<file path="config.mk">
export PLATFORM = sky130hd
export DESIGN_NAME = open_handle_table_top
export DESIGN_NICKNAME = d
export VERILOG_FILES = /design/src/hdl/oht_pkg.sv /design/src/hdl/open_handle_table_top.sv /design/src/hdl/oht_front.sv /design/src/hdl/oht_queue.sv /design/src/hdl/oht_back.sv
export SDC_FILE = /design/constraint.sdc
export NUM_CORES = 2
export LEC_CHECK = 0
export BUFFER_PORTS_ARGS = -buffer_cell sky130_fd_sc_hd__buf_2
export CAP_MARGIN = 40
export CELL_PAD_IN_SITES_DETAIL_PLACEMENT = 0
export CELL_PAD_IN_SITES_GLOBAL_PLACEMENT = 1
export CORE_UTILIZATION = 49
export CTS_CLUSTER_DIAMETER = 80
export CTS_CLUSTER_SIZE = 24
export DETAILED_ROUTE_END_ITERATION = 8
export PLACE_DENSITY_LB_ADDON = 0.3
export RECOVER_POWER = 100
export SYNTH_ARGS = -nofsm -noshare
export SYNTH_HDL_FRONTEND = slang
export SYNTH_HIERARCHICAL = 1
export SYNTH_SLANG_ARGS = --single-unit
export TNS_END_PERCENT = 30
</file>
<file path="constraint.sdc">
create_clock -name clk -period 3.8 [get_ports clk]
set_clock_uncertainty 0.15 [all_clocks]
set_input_delay 0.76 -clock clk [delete_from_list [all_inputs] [get_ports clk]]
set_output_delay 0.76 -clock clk [all_outputs]
set_load 0.02 [all_outputs]
</file>
<file path="src/hdl/oht_pkg.sv">
// Package for the open handle table: slot count, request and status codes,
// beat structs for both channels and the decoded command queued between parts.
// No dependencies.
`timescale 1ns / 1ps

package oht_pkg;

    // Table geometry
    localparam int SLOT_COUNT = 16;
    localparam int IDX_W      = (SLOT_COUNT > 1) ? $clog2(SLOT_COUNT) : 1;
    localparam int HANDLE_W   = 6;
    localparam int HIN_W      = 7;
    localparam int NODE_W     = 16;
    localparam int OFFSET_W   = 32;

    // Queue between the front and back parts
    localparam int QUEUE_DEPTH = 2;
    localparam int QPTR_W      = $clog2(QUEUE_DEPTH);
    localparam int QCNT_W      = $clog2(QUEUE_DEPTH + 1);

    // Request codes as they arrive on the request channel
    localparam logic [1:0] REQ_OPEN   = 2'd0;
    localparam logic [1:0] REQ_CLOSE  = 2'd1;
    localparam logic [1:0] REQ_LOOKUP = 2'd2;

    // Result status codes
    typedef enum logic [1:0] {
        ST_OK        = 2'd0,
        ST_FULL      = 2'd1,
        ST_RANGE     = 2'd2,
        ST_NOT_TAKEN = 2'd3
    } status_t;

    // Decoded operation carried through the queue
    typedef enum logic [1:0] {
        OP_OPEN   = 2'd0,
        OP_CLOSE  = 2'd1,
        OP_LOOKUP = 2'd2,
        OP_NONE   = 2'd3
    } op_t;

    // Request beat
    typedef struct packed {
        logic [1:0]          req_type;
        logic [NODE_W-1:0]   node_number;
        logic [OFFSET_W-1:0] start_offset;
        logic [HIN_W-1:0]    handle_in;
    } req_t;

    // Result beat
    typedef struct packed {
        logic [1:0]          status;
        logic [HANDLE_W-1:0] handle_out;
        logic [NODE_W-1:0]   node_out;
        logic [OFFSET_W-1:0] offset_out;
        logic                slot_taken;
    } rsp_t;

    // Classified request, as queued for the back part
    typedef struct packed {
        op_t                 op;
        logic                in_range;
        logic [IDX_W-1:0]    idx;
        logic [HANDLE_W-1:0] handle_lo;
        logic [NODE_W-1:0]   node;
        logic [OFFSET_W-1:0] offset;
    } cmd_t;

endpackage

</file>
<file path="src/hdl/open_handle_table_top.sv">
// Top level of the open handle table: joins the front decoder, the command
// queue and the back part that owns the slot table.
// Depends on oht_pkg, oht_front, oht_queue and oht_back.
`timescale 1ns / 1ps

// Open handle table.
// Request channel (req_valid, req_stall, req): one beat per open, close or
// lookup. Open claims the lowest free slot and returns it as the handle,
// or reports the table full; close frees an in-range taken slot; lookup
// returns a slot's stored node, offset and taken flag.
// Result channel (rsp_valid, rsp_stall, rsp): exactly one beat per request,
// in request order.
// A request accepted by the front part is written into the two-entry command
// queue; the back part then executes it against the slot table and loads the
// result into the output register, which shows it until it is taken.
// Throughput: one request per cycle while the result side does not stall, set
// by the back part, which reads and updates the slot table and loads the output
// register in the same cycle.
// When the result side stalls, the output register holds its beat and the
// queue absorbs up to two more requests before req_stall rises.
// Reset clears every slot to free with zero node and offset, empties the
// queue and drops rsp_valid; no sweep is needed afterwards.
module open_handle_table_top
    import oht_pkg::*;
(
    input  logic clk,
    input  logic rst_n,
    input  logic req_valid,
    output logic req_stall,
    input  req_t req,
    output logic rsp_valid,
    input  logic rsp_stall,
    output rsp_t rsp
);

    logic push;
    logic full;
    cmd_t push_cmd;
    logic pop;
    logic avail;
    cmd_t head;

    oht_front u_front (
        .req_valid (req_valid),
        .req_stall (req_stall),
        .req       (req),
        .push      (push),
        .full      (full),
        .cmd       (push_cmd)
    );

    oht_queue u_queue (
        .clk      (clk),
        .rst_n    (rst_n),
        .push     (push),
        .push_cmd (push_cmd),
        .full     (full),
        .pop      (pop),
        .avail    (avail),
        .head     (head)
    );

    oht_back u_back (
        .clk       (clk),
        .rst_n     (rst_n),
        .avail     (avail),
        .head      (head),
        .pop       (pop),
        .rsp_valid (rsp_valid),
        .rsp_stall (rsp_stall),
        .rsp       (rsp)
    );

endmodule

</file>
<file path="src/hdl/oht_front.sv">
// Front part of the open handle table: decodes the request code and range
// checks the handle, then pushes the classified command into the queue.
// Depends on oht_pkg.
`timescale 1ns / 1ps

module oht_front
    import oht_pkg::*;
(
    input  logic req_valid,
    output logic req_stall,
    input  req_t req,
    output logic push,
    input  logic full,
    output cmd_t cmd
);

    logic in_range;

    // Handle is valid only below the slot count
    assign in_range = (req.handle_in < HIN_W'(SLOT_COUNT));

    // Request classification
    always_comb
    begin
        cmd.in_range  = in_range;
        cmd.idx       = in_range ? req.handle_in[IDX_W-1:0] : '0;
        cmd.handle_lo = req.handle_in[HANDLE_W-1:0];
        cmd.node      = req.node_number;
        cmd.offset    = req.start_offset;
        unique case (req.req_type)
            REQ_OPEN:   cmd.op = OP_OPEN;
            REQ_CLOSE:  cmd.op = OP_CLOSE;
            REQ_LOOKUP: cmd.op = OP_LOOKUP;
            default:    cmd.op = OP_NONE;
        endcase
    end

    // Back-pressure straight from queue occupancy
    assign req_stall = full;
    assign push      = req_valid && !full;

endmodule

</file>
<file path="src/hdl/oht_queue.sv">
// Short command queue between the front and back parts of the handle table.
// Holds decoded commands so each side can stall on its own.
// Depends on oht_pkg.
`timescale 1ns / 1ps

module oht_queue
    import oht_pkg::*;
(
    input  logic clk,
    input  logic rst_n,
    input  logic push,
    input  cmd_t push_cmd,
    output logic full,
    input  logic pop,
    output logic avail,
    output cmd_t head
);

    cmd_t              slot_reg [QUEUE_DEPTH];
    logic [QPTR_W-1:0] wr_ptr_reg;
    logic [QPTR_W-1:0] wr_ptr_next;
    logic [QPTR_W-1:0] rd_ptr_reg;
    logic [QPTR_W-1:0] rd_ptr_next;
    logic [QCNT_W-1:0] count_reg;
    logic [QCNT_W-1:0] count_next;

    assign full  = (count_reg == QCNT_W'(QUEUE_DEPTH));
    assign avail = (count_reg != '0);
    assign head  = slot_reg[rd_ptr_reg];

    // Pointer and occupancy update
    always_comb
    begin
        wr_ptr_next = wr_ptr_reg;
        rd_ptr_next = rd_ptr_reg;
        count_next  = count_reg;
        if (push)
        begin
            wr_ptr_next = (wr_ptr_reg == QPTR_W'(QUEUE_DEPTH - 1)) ? '0 : wr_ptr_reg + 1'b1;
        end
        if (pop)
        begin
            rd_ptr_next = (rd_ptr_reg == QPTR_W'(QUEUE_DEPTH - 1)) ? '0 : rd_ptr_reg + 1'b1;
        end
        if (push && !pop)
        begin
            count_next = count_reg + 1'b1;
        end
        else if (pop && !push)
        begin
            count_next = count_reg - 1'b1;
        end
    end

    always_ff @(posedge clk or negedge rst_n)
    begin
        if (!rst_n)
        begin
            wr_ptr_reg <= '0;
            rd_ptr_reg <= '0;
            count_reg  <= '0;
        end
        else
        begin
            wr_ptr_reg <= wr_ptr_next;
            rd_ptr_reg <= rd_ptr_next;
            count_reg  <= count_next;
        end
    end

    // Entry storage
    always_ff @(posedge clk)
    begin
        if (push)
        begin
            slot_reg[wr_ptr_reg] <= push_cmd;
        end
    end

endmodule

</file>
<file path="src/hdl/oht_back.sv">
// Back part of the open handle table: holds the slot table, carries out open,
// close and lookup commands and registers the result beat.
// Depends on oht_pkg.
`timescale 1ns / 1ps

module oht_back
    import oht_pkg::*;
(
    input  logic clk,
    input  logic rst_n,
    input  logic avail,
    input  cmd_t head,
    output logic pop,
    output logic rsp_valid,
    input  logic rsp_stall,
    output rsp_t rsp
);

    logic                taken_reg  [SLOT_COUNT];
    logic [NODE_W-1:0]   node_reg   [SLOT_COUNT];
    logic [OFFSET_W-1:0] offset_reg [SLOT_COUNT];
    logic                valid_reg;
    logic                valid_next;
    rsp_t                rsp_reg;
    rsp_t                rsp_next;

    logic                found;
    logic [IDX_W-1:0]    free_idx;
    logic                do_claim;
    logic                do_free;

    // Lowest free slot: priority encoder, scanned high to low
    always_comb
    begin
        found    = 1'b0;
        free_idx = '0;
        for (int i = SLOT_COUNT - 1; i >= 0; i--)
        begin
            if (!taken_reg[i])
            begin
                found    = 1'b1;
                free_idx = IDX_W'(i);
            end
        end
    end

    // Take a command when the output register is empty or draining
    assign pop        = avail && (!valid_reg || !rsp_stall);
    assign valid_next = pop ? 1'b1 : (valid_reg && rsp_stall);

    // Command execution
    always_comb
    begin
        rsp_next   = '0;
        do_claim   = 1'b0;
        do_free    = 1'b0;
        unique case (head.op)
            OP_OPEN:
            begin
                if (found)
                begin
                    rsp_next.status     = ST_OK;
                    rsp_next.handle_out = HANDLE_W'(free_idx);
                    do_claim            = 1'b1;
                end
                else
                begin
                    rsp_next.status = ST_FULL;
                end
            end
            OP_CLOSE:
            begin
                rsp_next.handle_out = head.handle_lo;
                if (!head.in_range)
                begin
                    rsp_next.status = ST_RANGE;
                end
                else if (!taken_reg[head.idx])
                begin
                    rsp_next.status = ST_NOT_TAKEN;
                end
                else
                begin
                    rsp_next.status = ST_OK;
                    do_free         = 1'b1;
                end
            end
            OP_LOOKUP:
            begin
                rsp_next.handle_out = head.handle_lo;
                if (!head.in_range)
                begin
                    rsp_next.status = ST_RANGE;
                end
                else
                begin
                    rsp_next.status     = ST_OK;
                    rsp_next.node_out   = node_reg[head.idx];
                    rsp_next.offset_out = offset_reg[head.idx];
                    rsp_next.slot_taken = taken_reg[head.idx];
                end
            end
            default:
            begin
                rsp_next = '0;
            end
        endcase
    end

    // Slot table; contents reset to zero so an untouched slot reads back as zero
    always_ff @(posedge clk or negedge rst_n)
    begin
        if (!rst_n)
        begin
            for (int i = 0; i < SLOT_COUNT; i++)
            begin
                taken_reg[i]  <= 1'b0;
                node_reg[i]   <= '0;
                offset_reg[i] <= '0;
            end
        end
        else if (pop)
        begin
            if (do_claim)
            begin
                taken_reg[free_idx]  <= 1'b1;
                node_reg[free_idx]   <= head.node;
                offset_reg[free_idx] <= head.offset;
            end
            else if (do_free)
            begin
                taken_reg[head.idx] <= 1'b0;
            end
        end
    end

    // Output register
    always_ff @(posedge clk or negedge rst_n)
    begin
        if (!rst_n)
        begin
            valid_reg <= 1'b0;
        end
        else
        begin
            valid_reg <= valid_next;
        end
    end

    always_ff @(posedge clk)
    begin
        if (pop)
        begin
            rsp_reg <= rsp_next;
        end
    end

    assign rsp_valid = valid_reg;
    assign rsp       = rsp_reg;

endmodule

</file>
==> results.md <==
- FF+latch count, synth: 968
- Routed Antenna Nets: 0
- Clock-pin slew on the worst setup and hold paths: 0.10 ns
- Fin. Hold Viols: 0
- Final setup fails: 0
- Gate power share: 0.324
- Sequential fraction of design power: 0.468
- Avg Inst Size Synth: 17.0 um^2
- Status: finished with violations
- First-pass GRT wire length: 151 mm
- Clock sinks: 968
- CTS Buffer Depth: 3
- Synth warn: 6
- Cts bufs inserted: 50
- Max cap viols: 3
- Sw power: 9.57 mW
- Crit end category: register
- Worst VDD drop: 0.353 mV
- Crit path required time: 4.04 ns
- Slew at the pin closest to its max-slew limit: 2.24 ns
- Switching share of power: 0.322
- PortBufs: 119
- DRT Pass-1 Iters: 5
- Clk Latency, worst-skew pair: between 0.6 and 0.7 ns
- Final wirelength: 97.2 mm
- Crit path kind: reg -> reg
- Via/cell ratio: a little under 6
- Drt wl/cell: between 20 and 30 um
- Power density cells: 647 nW/um^2
- HP Class: in -> reg
- Worst rel slew slack: -0.494
- I/O Pins: 120
- Clk pwr share: 0.208
- Tot GR Track Use: 0.224
- Die height: 298 um
- Crit start category: register
- Synth area leader: dfrtp_1
- Max-slew violations: 149
- Post-synth cell types: 50
- Post-cts sizing count: 0
- Placeable Area: 86,800 um^2
- Layout Nets: approximately 2,600
- Total number of vias: 21,900
- Top FF cell, synth: dfrtp_1
- R2r setup slk: between 0.2 and 0.25 ns
- Mapped Cells: 2,519
- RSZ-0062 raised after global routing: false
- Post-Syn Area: 42,900 um^2
- Max FO, Critical Path: 48
- H-tree depth: 2
- Remaining DRCs: 0
- Initial antenna violation count: 2
- Pwr Total: 29.8 mW
- Initial Utilization: 0.494
- Placer Congestion: 0.823
- P_int: 20.2 mW
- Setup_tns: 0 ns
- Vias in the first global route: 23,700
- Area of the multi-input gates: 16,400 um^2
- DRT iter0 DRCs: 1,399
- Synth async-reset ratio: 0.815
- Commonest non-fill, non-tap cells in the layout: 788 x dfrtp_1, 761 x mux2_2, 243 x mux4_2, 179 x edfxtp_1, 113 x clkbuf_1
- Clk root buf: clkbuf_16
- ANT cells: 0
- Number of fill cells in the layout: ~6,900
- Total Die Area: 88,700 um^2
- Arrival @ worst endpoint: 3.81 ns
- Commonest non-fill, non-tap cell in the layout: dfrtp_1
- Failing checks: capacitance limit, slew limit
- CTS tree: built
- Area Growth Syn to Fin: 7.25%
- Register area share after synthesis: 0.586
- Max reg flops: ~510
- Largest net degree at the start of global routing: 100
- Remaining Overflow, GRT: 0
- FMAX: 280 MHz
- Number of flops mapped to enable cells by yosys: around 180
- Final period utilization: 0.940
- Share of cells above drive strength 1: 0.493
- Leakage: 20.4 nW
- Post-synth top area share: 0.460
- Row cnt: 108
- Final Critical Period: 3.57 ns
- Mapped Nets: 2,581
- Ranking of synthesized cells by area: dfrtp_1 46%, mux2_2 20%, mux4_2 13%
- Final HPWL DP: 59.0 mm
- Die X: 298 um
- FF+latch area: between 20,000 and 30,000 um^2
worst max-delay path: stages (launching register included):
cell and delay (ns):
dfrtp_4 0.65, mux2_4 0.82, buf_6 0.53, mux4_2 0.40
mux4_2 0.54, nor2b_1 0.16
path summary, 6_finish.rpt:
kind	from	to	cells after the start
worst max-delay path	u_queue/rd_ptr_reg	u_back/rsp[4]	5
worst min-delay path	req[17]	u_queue/slot_reg[1][10]	1
worst max register to register	u_queue/rd_ptr_reg	u_back/rsp[4]	5
worst min register to register	u_queue/count_reg[1]	u_queue/count_reg[1]	1
max in group asynchronous	rst_n	u_back/offset_reg[470]	3
min in group asynchronous	rst_n	u_back/offset_reg[44]	2
final cells by class:
type                            count  area share
Sequential cell                   968       0.546
Clock inverter                     12     0.00416
Inverter                            7    0.000598
Timing Repair Buffer              206      0.0317
Tap cell                         1155      0.0314
Multi-Input combinational cell   1277       0.356
Clock buffer                       72      0.0304
cells in the mapped netlist (6+ instances only):
library cell  number
mux4_2           243
nand3_1            8
nor3_1             9
edfxtp_1         179
buf_2             50
dfrtp_1          789
mux2_2           762
nand2b_1          14
nor2b_1           55
buf_1             42
o21ai_0           17
clkbuf_1         103
buf_12             6
mux2_4            68
nand2_1           24
buf_4             63
nor2_1            10
inv_1              7
per-stage QoR:
| stage | area [um^2] | hold slack, ns | instances | worst slack (ns) | utilization |
|---|---|---|---|---|---|
| floorplan | 42900 | 0.297 | 2519 | 0.411 | - |
| global placement | 44800 | 0.317 | 3612 | 0.319 | 0.516 |
| detailed placement | 44800 | 0.324 | 3612 | 0.305 | 0.516 |
| CTS | 46400 | 0.120 | 3697 | 0.387 | 0.535 |
| global route | 46000 | 0.130 | 3697 | 0.141 | 0.530 |
| finish | 46000 | 0.158 | 3697 | 0.226 | 0.530 |
power by group through the flow:
stage / clock network [mW] / registers, mW / logic (mW)
2_1_floorplan: 0 / 14.0 / 6.97
3_3_place_gp: 0 / 14.0 / 9.75
3_5_place_dp: 0 / 14.1 / 9.98
4_1_cts: 6.39 / 13.9 / 10.0
5_1_grt: 6.73 / 14.2 / 10.4
6_report: 6.18 / 13.9 / 9.65
layer usage:
layer	GRT usage	share of wire
met4	0.0488	0.020
met3	0.0309	0.045
met5	0	0
met2	0.360	0.48
met1	0.326	0.45
cells by family (layout without fill, tap and decap cells):
family                     count (synthesis)  in the layout  share of synthesized area
DFF                                      968            968                      0.586
and+or+nand+nor                          152            152                     0.0206
muxes                                   1077           1077                      0.352
xor gates and xnor gates                   5              5                    0.00102
adders and majority gates                  1              1                   0.000292
buffers and inverters                    274            297                     0.0338
AOI/OAI and AO/OA                         42             42                    0.00621
timing repair:
action                                 in CTS  in global routing
hold buffers                                1                  0
endpoints found under the hold margin      31                  0
setup endpoints to repair                   0                  0
setup buffers                               0                  0
Power figures use the tool's default switching activity.
